**src/rtl/tournament_tree_min_select_assert.svh**
```systemverilog
// ----------------------------------------------------------------------------
// tournament_tree_min_select assertion macros
// Shared property wrappers for the tournament tree blocks.
// ----------------------------------------------------------------------------
`ifndef TOURNAMENT_TREE_MIN_SELECT_ASSERT_SVH
`define TOURNAMENT_TREE_MIN_SELECT_ASSERT_SVH

// same-cycle implication
`define TTS_ASSERT_IMP(name, clk, rst, ante, cons, msg) \
  name: assert property (@(posedge clk) disable iff (rst) (ante) |-> (cons)) \
    else $error(msg);

// next-cycle implication
`define TTS_ASSERT_NXT(name, clk, rst, ante, cons, msg) \
  name: assert property (@(posedge clk) disable iff (rst) (ante) |=> (cons)) \
    else $error(msg);

`endif

```
**src/rtl/tts_pkg.sv**
```systemverilog
// ----------------------------------------------------------------------------
// tts_pkg
// Types, constants and codes shared by the tournament tree blocks.
// ----------------------------------------------------------------------------
`default_nettype none

package tts_pkg;

  localparam int MAX_WAYS      = 16;
  localparam int KEY_BITS      = 16;
  localparam int LEAF_BITS     = $clog2(MAX_WAYS);
  localparam int LEAVES        = 1 << LEAF_BITS;
  localparam int NODE_BITS     = LEAF_BITS + 1;   // heap address, root at 1
  localparam int CNT_BITS      = LEAF_BITS + 1;   // counts 0..LEAVES
  localparam int WAYS_BITS     = 5;
  localparam int CFG_DATA_BITS = 16;
  localparam int CFG_IDX_BITS  = 1;

  localparam logic [CFG_IDX_BITS-1:0] CFG_WAYS = 1'd0;
  localparam logic [CFG_IDX_BITS-1:0] CFG_PAD  = 1'd1;

  localparam logic [WAYS_BITS-1:0] RESET_WAYS = 5'd16;
  localparam logic [KEY_BITS-1:0]  RESET_PAD  = 16'hFFFF;

  // first child pair visited by a build: nodes LEAVES*2-2 and LEAVES*2-1
  localparam logic [NODE_BITS-1:0] BUILD_START = NODE_BITS'(2 * LEAVES - 2);
  localparam logic [NODE_BITS-1:0] ROOT_NODE   = NODE_BITS'(1);

  localparam logic [1:0] OP_LOAD    = 2'd0;
  localparam logic [1:0] OP_REPLACE = 2'd1;
  localparam logic [1:0] OP_RETIRE  = 2'd2;

  typedef struct packed {
    logic [1:0]          operation;
    logic [KEY_BITS-1:0] value;
    logic                last_load;
  } request_t;

  typedef struct packed {
    logic [3:0]          winner_index;
    logic [KEY_BITS-1:0] winner_value;
    logic                load_error;
  } result_t;

  typedef struct packed {
    logic [KEY_BITS-1:0]  key;
    logic [LEAF_BITS-1:0] leaf;
  } node_t;

  typedef enum logic [2:0] {
    ST_IDLE,
    ST_LOAD,
    ST_PAD,
    ST_LEAF,
    ST_READ,
    ST_DECIDE,
    ST_EMIT
  } state_t;

  typedef struct packed {
    logic capture;    // latch the request
    logic load_step;  // store a load, close the run on the last one
    logic pad_step;   // pad one unloaded leaf
    logic upd_init;   // rewrite the winning leaf, start its path
    logic rd;         // read a sibling pair
    logic wr;         // decide the pair, write the parent
  } cmd_t;

  typedef struct packed {
    logic last_load;
    logic pad_done;
    logic at_root;
  } status_t;

endpackage

`default_nettype wire

```
**src/rtl/tts_ctrl.sv**
```systemverilog
// ----------------------------------------------------------------------------
// tts_ctrl
// Sequencer for load, pad, build and path re-decision.
// ----------------------------------------------------------------------------
`default_nettype none

`include "tournament_tree_min_select_assert.svh"

module tts_ctrl
  import tts_pkg::*;
(
  input  wire logic       clk,
  input  wire logic       rst,
  input  wire logic       start,
  input  wire logic [1:0] operation,
  input  wire status_t    status,
  output cmd_t            cmd,
  output logic            busy,
  output logic            result_valid
);

  state_t state, state_next;

  always_ff @(posedge clk) begin
    if (rst) begin
      state <= ST_IDLE;
    end else begin
      state <= state_next;
    end
  end

  always_comb begin
    state_next   = state;
    cmd          = '0;
    busy         = 1'b1;
    result_valid = 1'b0;
    unique case (state)
      ST_IDLE: begin
        busy = 1'b0;
        if (start) begin
          cmd.capture = 1'b1;
          case (operation) inside
            OP_LOAD:               state_next = ST_LOAD;
            OP_REPLACE, OP_RETIRE: state_next = ST_LEAF;
            default:               state_next = ST_IDLE;
          endcase
        end
      end
      ST_LOAD: begin
        cmd.load_step = 1'b1;
        state_next    = status.last_load ? ST_PAD : ST_IDLE;
      end
      ST_PAD: begin
        if (status.pad_done) begin
          state_next = ST_READ;
        end else begin
          cmd.pad_step = 1'b1;
        end
      end
      ST_LEAF: begin
        cmd.upd_init = 1'b1;
        state_next   = ST_READ;
      end
      ST_READ: begin
        cmd.rd     = 1'b1;
        state_next = ST_DECIDE;
      end
      ST_DECIDE: begin
        cmd.wr     = 1'b1;
        state_next = status.at_root ? ST_EMIT : ST_READ;
      end
      ST_EMIT: begin
        result_valid = 1'b1;
        state_next   = ST_IDLE;
      end
      default: begin
        state_next = ST_IDLE;
      end
    endcase
  end

  `TTS_ASSERT_NXT(a_result_single, clk, rst, result_valid, !result_valid,
    "result strobe held longer than one cycle")
  `TTS_ASSERT_NXT(a_result_frees, clk, rst, result_valid, !busy,
    "block still busy after delivering a result")
  `TTS_ASSERT_NXT(a_op_goes_busy, clk, rst,
    start && !busy && (operation == OP_LOAD || operation == OP_REPLACE ||
    operation == OP_RETIRE), busy, "valid request did not start work")

endmodule

`default_nettype wire

```
**src/rtl/tts_datapath.sv**
```systemverilog
// ----------------------------------------------------------------------------
// tts_datapath
// Node memory, run counters, config registers and the pair comparator.
// ----------------------------------------------------------------------------
`default_nettype none

`include "tournament_tree_min_select_assert.svh"

module tts_datapath
  import tts_pkg::*;
(
  input  wire logic                     clk,
  input  wire logic                     rst,
  input  wire request_t                 request,
  input  wire cmd_t                     cmd,
  input  wire logic                     cfg_write,
  input  wire logic [CFG_IDX_BITS-1:0]  cfg_index,
  input  wire logic [CFG_DATA_BITS-1:0] cfg_data,
  output status_t                       status,
  output result_t                       result
);

  // heap-numbered nodes: root at 1, leaf i at LEAVES + i, entry 0 unused
  node_t mem [2*LEAVES];

  logic [WAYS_BITS-1:0] ways;
  logic [KEY_BITS-1:0]  pad_value;
  request_t             item;
  logic [CNT_BITS-1:0]  cnt, pidx;
  logic [NODE_BITS-1:0] q;        // left-or-self child of the pair in work
  node_t                rd_a, rd_b;
  logic [LEAF_BITS-1:0] root_leaf;
  logic [KEY_BITS-1:0]  root_key;
  logic                 err;

  logic [CNT_BITS-1:0]  lim, cnt_new;
  logic                 store_ok;
  node_t                win;
  logic [NODE_BITS-1:0] parent;
  logic                 mem_we;
  logic [NODE_BITS-1:0] mem_waddr;
  node_t                mem_wdata;

  always_comb begin
    lim      = (ways >= WAYS_BITS'(LEAVES)) ? CNT_BITS'(LEAVES) : CNT_BITS'(ways);
    store_ok = cnt < lim;
    cnt_new  = store_ok ? cnt + 1'b1 : cnt;
    // strict compare: on a tie the second of the pair wins
    win      = (rd_a.key < rd_b.key) ? rd_a : rd_b;
    parent   = q >> 1;
  end

  always_comb begin
    mem_we    = 1'b0;
    mem_waddr = '0;
    mem_wdata = '0;
    if (cmd.load_step && store_ok) begin
      mem_we    = 1'b1;
      mem_waddr = {1'b1, cnt[LEAF_BITS-1:0]};
      mem_wdata = '{key: item.value, leaf: cnt[LEAF_BITS-1:0]};
    end else if (cmd.pad_step) begin
      mem_we    = 1'b1;
      mem_waddr = {1'b1, pidx[LEAF_BITS-1:0]};
      mem_wdata = '{key: pad_value, leaf: pidx[LEAF_BITS-1:0]};
    end else if (cmd.upd_init) begin
      mem_we    = 1'b1;
      mem_waddr = {1'b1, root_leaf};
      mem_wdata = '{key: (item.operation == OP_REPLACE) ? item.value : pad_value,
                    leaf: root_leaf};
    end else if (cmd.wr) begin
      mem_we    = 1'b1;
      mem_waddr = parent;
      mem_wdata = win;
    end
  end

  always_ff @(posedge clk) begin
    if (mem_we) begin
      mem[mem_waddr] <= mem_wdata;
    end
    if (cmd.rd) begin
      rd_a <= mem[q];
      rd_b <= mem[q ^ NODE_BITS'(1)];
    end
  end

  always_ff @(posedge clk) begin
    if (rst) begin
      ways      <= RESET_WAYS;
      pad_value <= RESET_PAD;
      cnt       <= '0;
      pidx      <= '0;
      q         <= '0;
    end else begin
      if (cfg_write) begin
        case (cfg_index)
          CFG_WAYS: ways      <= cfg_data[WAYS_BITS-1:0];
          CFG_PAD:  pad_value <= cfg_data[KEY_BITS-1:0];
          default:  ;
        endcase
      end
      if (cmd.load_step) begin
        if (item.last_load) begin
          cnt  <= '0;
          pidx <= cnt_new;
          q    <= BUILD_START;
        end else begin
          cnt <= cnt_new;
        end
      end
      if (cmd.pad_step) begin
        pidx <= pidx + 1'b1;
      end
      if (cmd.upd_init) begin
        q <= {1'b1, root_leaf};
      end
      if (cmd.wr) begin
        // build walks pairs downwards, an update climbs its path
        q <= (item.operation == OP_LOAD) ? q - NODE_BITS'(2) : parent;
      end
    end
  end

  always_ff @(posedge clk) begin
    if (cmd.capture) begin
      item <= request;
    end
    if (cmd.load_step && item.last_load) begin
      err <= (cnt_new != CNT_BITS'(ways));
    end
    if (cmd.upd_init) begin
      err <= 1'b0;
    end
    if (cmd.wr && parent == ROOT_NODE) begin
      root_leaf <= win.leaf;
      root_key  <= win.key;
    end
  end

  always_comb begin
    status.last_load    = item.last_load;
    status.pad_done     = (pidx == CNT_BITS'(LEAVES));
    status.at_root      = (parent == ROOT_NODE);
    result.winner_index = 4'(root_leaf);
    result.winner_value = root_key;
    result.load_error   = err;
  end

  `TTS_ASSERT_IMP(a_no_write_slot0, clk, rst, mem_we, mem_waddr != '0,
    "write to unused node slot")
  `TTS_ASSERT_IMP(a_pad_in_range, clk, rst, cmd.pad_step, pidx < CNT_BITS'(LEAVES),
    "padding beyond the last leaf")
  `TTS_ASSERT_NXT(a_root_is_min, clk, rst, cmd.wr && parent == ROOT_NODE,
    root_key <= $past(rd_a.key) && root_key <= $past(rd_b.key),
    "root key not the smaller of its children")

endmodule

`default_nettype wire

```
**src/rtl/tournament_tree_min_select.sv**
```systemverilog
// ----------------------------------------------------------------------------
// tournament_tree_min_select
// Sequence: a non-final load stores its key; a final load also pads the
//   unloaded leaves and builds the 15 nodes pair by pair; replace/retire
//   rewrite the winning leaf and re-decide its path; both then strobe the
//   result, which is never stalled. One request at a time: idle again the
//   cycle after the strobe, or once a non-final load is stored.
// Reset (rst, synchronous): idle, ways 16, pad 0xFFFF, load count zero.
// ----------------------------------------------------------------------------
`default_nettype none

module tournament_tree_min_select
  import tts_pkg::*;
(
  input  wire logic                     clk,
  input  wire logic                     rst,
  // request side: taken when start is high and busy low
  input  wire logic                     start,
  input  wire request_t                 request,
  output logic                          busy,
  // result side: one-cycle strobe, no back-pressure
  output logic                          result_valid,
  output result_t                       result,
  // configuration writes, only while idle
  input  wire logic                     cfg_write,
  input  wire logic [CFG_IDX_BITS-1:0]  cfg_index,
  input  wire logic [CFG_DATA_BITS-1:0] cfg_data
);

  // Controller sequences each request; the datapath holds the whole tree
  // in one heap-numbered memory (leaves plus internal nodes), so both a
  // build and a path update reduce to "read a sibling pair, write the
  // parent" with one pointer.
  cmd_t    cmd;
  status_t status;

  tts_ctrl u_ctrl (
    .clk          (clk),
    .rst          (rst),
    .start        (start),
    .operation    (request.operation),
    .status       (status),
    .cmd          (cmd),
    .busy         (busy),
    .result_valid (result_valid)
  );

  tts_datapath u_datapath (
    .clk       (clk),
    .rst       (rst),
    .request   (request),
    .cmd       (cmd),
    .cfg_write (cfg_write),
    .cfg_index (cfg_index),
    .cfg_data  (cfg_data),
    .status    (status),
    .result    (result)
  );

endmodule

`default_nettype wire

```
**config.mk**
```make
export PLATFORM = sky130hd
export DESIGN_NAME = tournament_tree_min_select
export DESIGN_NICKNAME = d
export VERILOG_FILES = /design/src/rtl/tts_pkg.sv /design/src/rtl/tts_ctrl.sv /design/src/rtl/tts_datapath.sv /design/src/rtl/tournament_tree_min_select.sv
export VERILOG_INCLUDE_DIRS = /design/src /design/src/rtl
export SDC_FILE = /design/constraint.sdc
export NUM_CORES = 1
export LEC_CHECK = 0
export BUFFER_PORTS_ARGS = -buffer_cell sky130_fd_sc_hd__buf_4
export CAP_MARGIN = 20
export CORE_MARGIN = 1.5
export CORE_UTILIZATION = 63
export CTS_CLUSTER_DIAMETER = 80
export DETAILED_ROUTE_END_ITERATION = 7
export GPL_TIMING_DRIVEN = 0
export PLACE_DENSITY = 0.83
export REMOVE_ABC_BUFFERS = 1
export SETUP_SLACK_MARGIN = 0.2
export SYNTH_ARGS = -nofsm -noshare
export SYNTH_HDL_FRONTEND = slang
export SYNTH_SLANG_ARGS = --single-unit
```
**constraint.sdc**
```tcl
create_clock -name clk -period 5.5 [get_ports clk]
set_input_delay 0 -clock clk [delete_from_list [all_inputs] [get_ports clk]]
set_output_delay 0 -clock clk [all_outputs]
set_load 0.01 [all_outputs]
```
==> flow_summary.ini <==
[setup_path]
reg2reg_slack_ns = 1.20
cp.required_ns = 5.82
rr_worst_depth = 11
crit_fanout = 11
crit_type = flop to flop
arrival_ns = 4.62
regToRegStartpoint = u_datapath.ways[4]$_SDFFE_PP1P_
worstSetupStartpointType = flop
reg2reg_to = u_datapath.mem[6][7]$_DFFE_PP_
cp-end-kind = flop

[hold_path]
hold_start = request[12]
hold_depth = 2
hold_end = u_datapath.item[12]$_DFFE_PP_
min_path_type = input pin to flop

[clocking]
cts_buffer_depth = 3
h-tree-depth = 3
cts_buffers = 76
cts_root_buf = clkbuf_16
clock-sinks = 759
insertion_delay_ns = 0.64
cts.repair.resized = 0
cts_tree = built
cts_hold_buf = 61
clk_pin_slew_ns = 0.06
cts_setup_buffers = 0

[yosys]
synth-xor-area-share_pct = 0.281
syn_area_mm2 = 0.0343
synth.avg_cell_area_um2 = 19.0
syn_inst = 1805
synth_top_family_by_area = multiplexers
synth_mux_area_share_pct = 25.7
ys.flop_type = edfxtp_1
ys_seq_area_share_pct = 65.4
yosysWarnings = 0
synth_edf_count = 719
synthSimpleGateAreaFrac_pct = 2.89
yosys.area_share.adder_pct = 0.913
synth_compound_area_share_pct = 3.16
async_reset_ff_share_pct = 0
ys_ff_latch = 759
ys_types = 59

[power]
p_comb_share_pct = 12.9
seqPwrFrac_pct = 50.0
p_leak_uw = 0.0131
power.share.clock_pct = 37.2
intPower_uw = 10200
power_density_mw_per_mm2 = 337
power.switching_uw = 3170
p_sw_share_pct = 23.7
total_power_uw = 13400
ir_worst_vdd_mv = 0.254

[detailed_routing]
ant_nets = 0
drt-pass1-iter-count = 6
vias = 20100
remaining_drc_errors = 0
avgRoutedWirePerCell_um = 35.0
vias_per_cell = 7.45
drt-initial-drc-count = 3128
wirelength_um = 94500

[global_route]
antenna_found_initial = 1
overflow = 0
grt_start_max_net_pins = 63
grt_pass1_vias = 20600
grt_pass1_wl_um = 138000
grt_use_total_pct = 34.6

[layout]
antennaDiodeCount = 0
synthToLayoutAreaGrowth_pct = 15.8
final_nets = 2010
final_cell_mix = 719 x edfxtp_1, 290 x mux4_2, 169 x mux2_2, 79 x clkbuf_16, 72 x nand2_1
drive_above_1_share_pct = 36.8
fin_util_pct = 73.7
final_common_cell = edfxtp_1
fillers = 2804

[placement]
routabilityCongestion = 0.858
portBuffers = 62
place_hpwl_um = 55100

[timing]
tightest_slew_ns = 1.17
slew_headroom_pct = 21.9
rsz0062_at_grt = no
setup_violations = 0
holdWs_ns = 0.109
finalClockSkew_ns = 0.0286
max_freq_mhz = 233
finalCritPeriodShare_pct = 78.1
hold_viol_final = 0
fin_crit_ns = 4.30
slew_viol_final = 0

[floorplanning]
die_area_mm2 = 0.0558
core_area_mm2 = 0.0538
rows = 85
ios = 63
die-width_um = 236
fp.dieH_um = 236
start_util_pct = 63.7

[run_status]
outcome = complete, no violations

[flow_run]
maxCapViolations = 0
flip-flops by register name (all words and copies together) (netlist names), 3 cells and up:
register and flops:
u_datapath.mem 640, u_datapath.rd_a 20, u_datapath.rd_b 20, u_datapath.item 18
u_datapath.pad_value 16, u_datapath.root_key 16, u_datapath.cnt 5, u_datapath.pidx 5
u_datapath.q 5, u_datapath.ways 5, u_datapath.root_leaf 4, u_ctrl.state 3
synthesized netlist by cell type, types with 2 or more instances:
master,instances,area share [%]
a21oi_1,20,0.29
a22o_1,19,0.49
nor2_1,78,0.85
a2111oi_0,4,0.10
nand3_1,12,0.18
nor2b_1,2,0.037
a211oi_1,3,0.066
buf_1,32,0.35
o21ai_0,42,0.61
o21ai_2,2,0.051
and2_1,3,0.055
and3b_1,2,0.051
dfxtp_1,40,2.3
and3_1,16,0.29
mux2_2,169,5.6
xnor2_1,6,0.15
edfxtp_1,719,63
a21o_1,25,0.55
nand4_1,6,0.11
a211o_1,17,0.43
nand2_1,72,0.79
a221oi_1,3,0.077
mux4_2,290,19
a22oi_1,3,0.066
ha_1,25,0.91
nor3_1,8,0.12
mux2i_1,36,1.1
nand2b_1,5,0.091
xor2_1,5,0.13
nor3b_1,2,0.044
inv_2,2,0.022
clkbuf_1,60,0.66
nor4_1,2,0.037
inv_1,27,0.30
buf_2,24,0.35
cell type report:
type	count	area, um^2	share of cell area (%)
Inverter	29	111	0.281
Sequential cell	759	22400	56.5
Tap cell	696	871	2.20
Clock buffer	95	2040	5.14
Multi-Input combinational cell	899	11500	29.1
Timing Repair Buffer	180	2400	6.06
Clock inverter	42	295	0.745
stage by stage:
stage / setup slack [ns] / setup TNS, ns / instance area (um^2) / instances
floorplan: -6.83 / -3666.21 / 33800 / 1687
global placement: -13.72 / -7059.66 / 35100 / 2445
detailed placement: 1.43 / 0 / 36700 / 2502
CTS: 1.34 / 0 / 39700 / 2700
global route: 1.14 / 0 / 39700 / 2700
finish: 1.20 / 0 / 39700 / 2700
critical path, cell delays in order, from the launching register on:
cell and delay, ns:
dfxtp_1 0.34, inv_1 0.17, nand2_1 0.09, ha_1 0.22, or4b_4 0.52, a221oi_4 0.52
and2_4 0.30, a22oi_4 0.12, o21ai_2 0.19, o221ai_2 0.44, nor2_4 0.81, buf_16 0.25
metal layers:
metal	track usage (%)	routed length (um)	vias up	part of all wire, %
li1	-	-	7792	-
met1	45.5	32100	10300	34
met2	54.0	45000	1667	48
met3	8.79	11700	352	12
met4	18.8	5660	0	6.0
met5	0	0	-	0
cell families after synthesis:
family | after synthesis
flip-flops | 759
multiplexers | 495
XOR/XNOR | 11
adder cells (fa/ha/maj) | 25
AND/OR/NAND/NOR | 217
buffers and inverters | 147
AO/OA/AOI/OAI | 151
worst max path at each step:
stage / start / endpoint / cells past startpoint
6_report: u_datapath.ways[4]$_SDFFE_PP1P_ / u_datapath.mem[6][7]$_DFFE_PP_ / 11
5_1_grt: u_datapath.ways[4]$_SDFFE_PP1P_ / u_datapath.mem[6][7]$_DFFE_PP_ / 11
4_1_cts: u_datapath.ways[4]$_SDFFE_PP1P_ / u_datapath.mem[6][7]$_DFFE_PP_ / 11
3_5_place_dp: u_datapath.ways[4]$_SDFFE_PP1P_ / u_datapath.mem[6][8]$_DFFE_PP_ / 11
3_3_place_gp: u_datapath.q[1]$_SDFFE_PP0P_ / u_datapath.root_key[13]$_DFFE_PP_ / 2
2_1_floorplan: u_datapath.q[1]$_SDFFE_PP0P_ / u_ctrl.state[1]$_SDFFE_PP0P_ / 4
power by group through the flow:
stage	clock (uW)	combinational [uW]	sequential (uW)
floorplan	0	1350	6900
detailed placement	0	1620	6800
finish	4970	1720	6680
CTS	4950	1690	6680
global route	5180	1810	6690
global placement	0	1770	6990
Power figures use the tool's default switching activity.
